## config.mk

```make
export PLATFORM = sky130hd
export DESIGN_NAME = mss_pitch
export DESIGN_NICKNAME = d
export VERILOG_FILES = /design/src/sv/melody_step_sequencer_assert.svh /design/src/sv/mss_pkg.sv /design/src/sv/mss_pitch.sv
export SDC_FILE = /design/constraint.sdc
export NUM_CORES = 1
export LEC_CHECK = 0
export ABC_CLOCK_PERIOD_IN_PS = 24600
export BUFFER_PORTS_ARGS = -buffer_cell sky130_fd_sc_hd__buf_2
export CAP_MARGIN = 20
export CORE_MARGIN = 2
export CORE_UTILIZATION = 49
export DETAILED_ROUTE_END_ITERATION = 10
export GPL_TIMING_DRIVEN = 0
export PLACE_DENSITY = 0.66
export SLEW_MARGIN = 30
export SYNTH_ARGS = -nofsm -noshare
export SYNTH_HDL_FRONTEND = slang
export SYNTH_SLANG_ARGS = --single-unit
```

## constraint.sdc

```tcl
create_clock -name vclk -period 24.6
set_input_delay 1.23 -clock vclk [all_inputs]
set_output_delay 1.23 -clock vclk [all_outputs]
set_load 0.02 [all_outputs]
```

## src/sv/melody_step_sequencer_assert.svh

```systemverilog
`ifndef MELODY_STEP_SEQUENCER_ASSERT_SVH
`define MELODY_STEP_SEQUENCER_ASSERT_SVH

// Same-cycle implication, checked at every rising edge outside reset.
`define MSS_ASSERT_IMP(label, clk, rst_n, cond, prop) \
    label: assert property (@(posedge clk) disable iff (!rst_n) (cond) |-> (prop)) \
        else $error("melody_step_sequencer: check failed");

// Next-cycle implication, checked at every rising edge outside reset.
`define MSS_ASSERT_NXT(label, clk, rst_n, cond, prop) \
    label: assert property (@(posedge clk) disable iff (!rst_n) (cond) |=> (prop)) \
        else $error("melody_step_sequencer: check failed");

`endif

```

## src/sv/mss_pkg.sv

```systemverilog
`default_nettype none

package mss_pkg;

    localparam int MSS_MAX_STEPS     = 256;
    localparam int MSS_NOTE_TOTAL    = 96;
    localparam int MSS_LOWEST_OCTAVE = 1;

    localparam logic [10:0] MSS_DRAIN_UNIT    = 11'd480;
    localparam logic [9:0]  MSS_TEMPO_DEFAULT = 10'd120;
    localparam logic [7:0]  MSS_NOTE_REST     = 8'h80;

    typedef enum logic [2:0] {
        CMD_TICK        = 3'd0,
        CMD_START       = 3'd1,
        CMD_STOP        = 3'd2,
        CMD_PREVIEW     = 3'd3,
        CMD_PREVIEW_OFF = 3'd4,
        CMD_WRITE_STEP  = 3'd5
    } cmd_t;

    typedef enum logic [1:0] {
        MODE_IDLE    = 2'd0,
        MODE_MELODY  = 2'd1,
        MODE_PREVIEW = 2'd2
    } mode_t;

    localparam logic [1:0] CFG_TEMPO  = 2'd0;
    localparam logic [1:0] CFG_LENGTH = 2'd1;
    localparam logic [1:0] CFG_LOOP   = 2'd2;

    typedef enum logic [2:0] {
        S_IDLE,
        S_EXEC,
        S_DRAIN,
        S_LOAD,
        S_READ,
        S_PITCH,
        S_DONE
    } state_t;

    // Octave-4 timer divider for each pitch class.
    function automatic logic [12:0] base_divider(input logic [3:0] pc);
        logic [12:0] d;
        case (pc)
            4'd0:    d = 13'd4238;
            4'd1:    d = 13'd4000;
            4'd2:    d = 13'd3776;
            4'd3:    d = 13'd3564;
            4'd4:    d = 13'd3364;
            4'd5:    d = 13'd3175;
            4'd6:    d = 13'd2997;
            4'd7:    d = 13'd2829;
            4'd8:    d = 13'd2670;
            4'd9:    d = 13'd2520;
            4'd10:   d = 13'd2379;
            4'd11:   d = 13'd2245;
            default: d = 13'd2245;
        endcase
        return d;
    endfunction

endpackage

`default_nettype wire

```

## src/sv/mss_pitch.sv

```systemverilog
`default_nettype none

module mss_pitch (
    input  wire logic [6:0]  note,
    output logic      [15:0] divider
);

    logic [14:0] prod;
    logic [3:0]  octave_idx;
    logic [6:0]  oct_base;
    logic [3:0]  semitone;
    logic [4:0]  octave;
    logic [12:0] base;
    logic [3:0]  shift;
    logic [16:0] scaled;

    // Dividing by 12 through a reciprocal: 171 / 2048 is exact for notes below 128.
    assign prod        = 15'(note) * 15'd171;
    assign octave_idx  = prod[14:11];
    assign oct_base    = 7'(octave_idx) * 7'd12;
    assign semitone    = 4'(note - oct_base);
    assign octave      = 5'(octave_idx) + 5'(mss_pkg::MSS_LOWEST_OCTAVE);
    assign base        = mss_pkg::base_divider(semitone);

    always_comb
    begin
        shift  = 4'd0;
        scaled = 17'(base);
        if (octave < 5'd4)
        begin
            shift  = 4'(5'd4 - octave);
            scaled = 17'(base) << shift;
        end
        else if (octave > 5'd4)
        begin
            shift  = 4'(octave - 5'd4);
            scaled = (17'(base) + (17'd1 << (shift - 4'd1))) >> shift;
            if (scaled == 17'd0)
            begin
                scaled = 17'd1;
            end
        end
    end

    assign divider = scaled[15:0];

endmodule

`default_nettype wire

```

=== Word level (Yosys, flattened, before mapping) ===
Memories as Yosys holds them, arrays and structs flattened.
Index checks and enable logic that the tools add are counted.

* Bits in registers: 0
* ROM bits: 208
* Bits of input ports: 7
* Output and inout port bits: 16
* Word-level logic and storage cells: 18
* Memories kept: 1

{| class="wikitable"
|+ Memory list
! name !! words !! width !! read ports !! clocked after memory_dff !! write ports !! line !! RTL
|-
| (name not given) || 16 || 13 || 1 || 0 || 0 || mss_pkg.sv:45 || <nowiki>case (pc)</nowiki>
|}

* Add/sub/neg operators: 6
* Multipliers: 2
* $lt $le $gt $ge: 2
* Shift-type cells: 3
* Multiplexer cells: 3
* Reductions and logical operators: 1

{| class="wikitable"
|+ Operators with widths
! operator !! number
|-
| 2-to-1 mux 16 bit || 3
|-
| adder 13 x 17 -> 17 bit || 1
|-
| zero test 17 bit || 1
|-
| << shifter 1 x 4 -> 17 bit (first input constant) || 1
|-
| right shift 17 x 4 -> 17 bit || 1
|-
| << shifter 13 x 4 -> 16 bit || 1
|-
| multiplier 7 x 8 -> 15 bit (second input constant) || 1
|-
| adder 4 x 1 -> 5 bit (second input constant) || 1
|-
| greater-than comparator 5 x 3 -> 1 bit (second input constant) || 1
|-
| less-than comparator 5 x 3 -> 1 bit (second input constant) || 1
|-
| multiplier 4 x 2 -> 2 bit (second input constant) || 1
|-
| subtractor 3 x 4 -> 4 bit (first input constant) || 1
|-
| subtractor 4 x 1 -> 4 bit (second input constant) || 1
|-
| subtractor 4 x 3 -> 4 bit (second input constant) || 1
|-
| subtractor 4 bit || 1
|}

=== Depth between registers and ports, before layout ===
* Depth in word-level cells: 11
* Mapped depth: 39
* Gate-level depth less buffers: 33

=== Worst setup path before layout ===
Ideal clock, no wire load.

* Path kind: input port to output port
* Start point: input note[4]
* End point: output divider[0]
* Arrival: 10,128 ps
* Required time: 23,370 ps
* Setup slack: 13,242 ps
* Stages on the path: 38
* Buffers on the path: 7
* Cell sequence: ha_1 fa_1 inv_1 fa_1 inv_1 fa_1 ha_1 nand2_1 nor2_1 o21a_2 o211a_4 buf_4 buf_2 buf_2 buf_1 ha_1 buf_2 xnor3_2 (+2 left out) ha_1 inv_1 clkbuf_1 xnor2_1 nor3_1 ha_1 inv_1 fa_1 nor2b_4 o2111ai_1 and3_1 o21a_1 xnor2_1 o2111ai_2 a21oi_2 mux4_2 or3b_1 o31ai_1

* Word-level cells in the longest chain between the ends: 11
* Elaborated cells on any way between the ends: 18
* Classes of those cells: add/sub: 6; mul: 2; order compare: 2; shift: 3; mux: 3; reduce/logical: 1; memory: 1

{| class="wikitable"
|+ Ends and longest elaborated chain
! element !! line !! RTL
|-
| start: declaration || mss_pitch.sv:4 || <nowiki>input wire logic [6:0] note,</nowiki>
|-
| multiplier 7 x 8 -> 15 bit * || mss_pitch.sv:18 || <nowiki>assign prod = 15'(note) * 15'd171;</nowiki>
|-
| parallel branches: the longest is 9 deep, another holds adder 13 x 17 -> 17 bit || n/a ||
|-
| 2-to-1 mux 16 bit * || mss_pitch.sv:29 || <nowiki>if (octave < 5'd4)</nowiki>
|-
| end: declaration || mss_pitch.sv:5 || <nowiki>output logic [15:0] divider</nowiki>
|}

Every way passes the cells marked *.

=== Worst setup path after layout ===
Ends and elaborated chain as after synthesis.

==> flow_metrics.tcl <==
set metrics [dict create \
    fin_crit_sh_pct 52.96 \
    cts_resized 0 \
    antenna_found_initial 0 \
    rows 32 \
    layout_commonest_cell "ha_1" \
    grt_pass1_vias 3968 \
    tightest_slew_ns 0.9370 \
    grt_first_pass_wirelength_um 20510 \
    core_area_mm2 0.007767 \
    routed-wl-met2_um 6459 \
    setup_slack_ns 11.57 \
    drt.antenna.violating_nets 0 \
    design.seq.count 0 \
    rsz0062_at_grt "false" \
    max_slew_margin_pct 37.15 \
    synth_nets 598 \
    crit_top_cell "buf_2" \
    slew_viol_final 0 \
    die_h_um 93.74 \
    grt_use_total_pct 29.23 \
    syn-instance-count 521 \
    hold_depth 6 \
    nFillCells 782 \
    gp_congestion 1.044 \
    clkbuf_count 0 \
    netlist_area_mm2 0.003946 \
    ios 23 \
    top_layer "met4" \
    drv_cap 0 \
    drt_iter0_drc 409 \
    yosysWarnings 0 \
    min_period_ns 13.03 \
    m1WireLength_um 5322 \
    critPathMaxStageDelay_ns 0.67 \
    die_area_mm2 0.008787 \
    holdBufCountCts 0 \
    finalNonFillerCells 646 \
    grt_max_degree 14 \
    drc_errors 0 \
    routedWlPerCell_um 20.02 \
    hold_path.class "in2out" \
    cp.depth 40 \
    timing_hold_violations_final 0 \
    cp-end-kind "output port" \
    startpoint_type "input port" \
    hpwlAfterDp_um 10680 \
    worstSetupStartpoint "note[4]" \
    syn_area_per_cell_um2 7.574 \
    hold_path_end "divider[0]" \
    n_antenna_cell 0 \
    hp-start "note[1]" \
    cts_setup_buffers 0 \
    seq_area_um2 0 \
    max_clock_freq_mhz 76.75 \
    path_max_fanout 13 \
    path_buf_inv 14 \
    cp_top_family "adder cells" \
    fin_nets 623 \
    run_status "complete, no violations" \
    routed_wl_um 12940 \
    vias 4285 \
    drive_gt1_share_pct 14.71 \
    critPathKind "in2out" \
    final_cell_mix "60 x ha_1, 45 x nand2_1, 44 x a21oi_1" \
    ys_types 84 \
    portBuffers 23 \
    synth-seq-area-share_pct 0 \
    drt_first_pass_iters 5 \
    dp_cells 646 \
    cp.arrival_ns 11.80 \
    viasPerCell 6.633 \
    setup_viol 0 \
    start_util_pct 50.81 \
    finalSetupTns_ns 0 \
    cp_slowest_cell "buf_1" \
    die_w_um 93.74 \
    area_growth_pct 6.151 \
    overflow 0 \
    crit_required_ns 23.37 \
    pre_cts_ws_ns 11.70 \
    dr_wl_met3_um 846 \
]
==> metal layers <==
layer  vias up  track usage [%]
li1       2011                -
met2       215            53.27
met5         -                0
met3        32            1.525
met4         0            6.643
met1      2027            37.78
==> how the worst max path moves through the flow <==
| stage | endpoint |
|---|---|
| finish | divider[0] |
| detailed placement | divider[0] |
| global placement | divider[0] |
| global route | divider[0] |
| CTS | divider[0] |
| floorplan | divider[0] |
==> metrics by stage <==
stage	utilization, %	hold slack [ns]	instance area [µm²]
6_report	53.93	3.341	4189
5_1_grt	53.93	3.398	4189
4_1_cts	53.93	3.302	4189
3_5_place_dp	53.93	3.298	4189
3_3_place_gp	53.93	3.326	4189
2_1_floorplan	-	2.844	3946
==> cell usage after synthesis (all sizes together) (4+ instances only) <==
master	n	area, µm²
ha	60	750.7
inv	31	116.4
o21a	8	61.31
buf	14	76.31
fa	10	200.2
xor2	9	78.83
mux2i	10	100.1
and2	6	38.79
a221oi	5	43.79
a311oi	4	35.03
a21o	7	52.55
o22ai	5	37.53
a211oi	15	117.6
nand3	16	85.08
nand4	5	31.28
nor2	44	167.7
o21ai	27	150.2
mux4	13	304.1
a21oi	49	264.0
nor3	17	85.08
a31oi	5	31.28
nand2	45	168.9
clkbuf	20	76.32
mux2	4	45.04
and3	11	68.82
xnor2	17	167.7
o211ai	9	72.57
==> final cells by class <==
cell class,instances,area (µm²),share of cell area [%]
multi-input combinational,456,3677,87.78
buffer,34,152.6,3.644
tap,102,127.6,3.047
inverter,31,116.4,2.778
timing repair buffer,23,115.1,2.748
==> logic make-up after synthesis <==
group / Yosys count / synth area share (%)
xor+xnor: 27 / 6.848
buf+inv: 65 / 6.816
mux: 27 / 11.38
fa+ha+maj: 70 / 24.10
compound gates: 171 / 31.29
simple gates: 161 / 19.56
==> worst min-delay path: stages <==
cell and delay (ns):
buf_2 0.18, a21oi_1 0.18, inv_1 0.18, a32oi_1 0.08, o31ai_1 0.09, buf_2 0.18
Power is left out: the tool's default activity adds up to more than one toggle a clock period on the data nets, which glitch-free logic cannot reach.
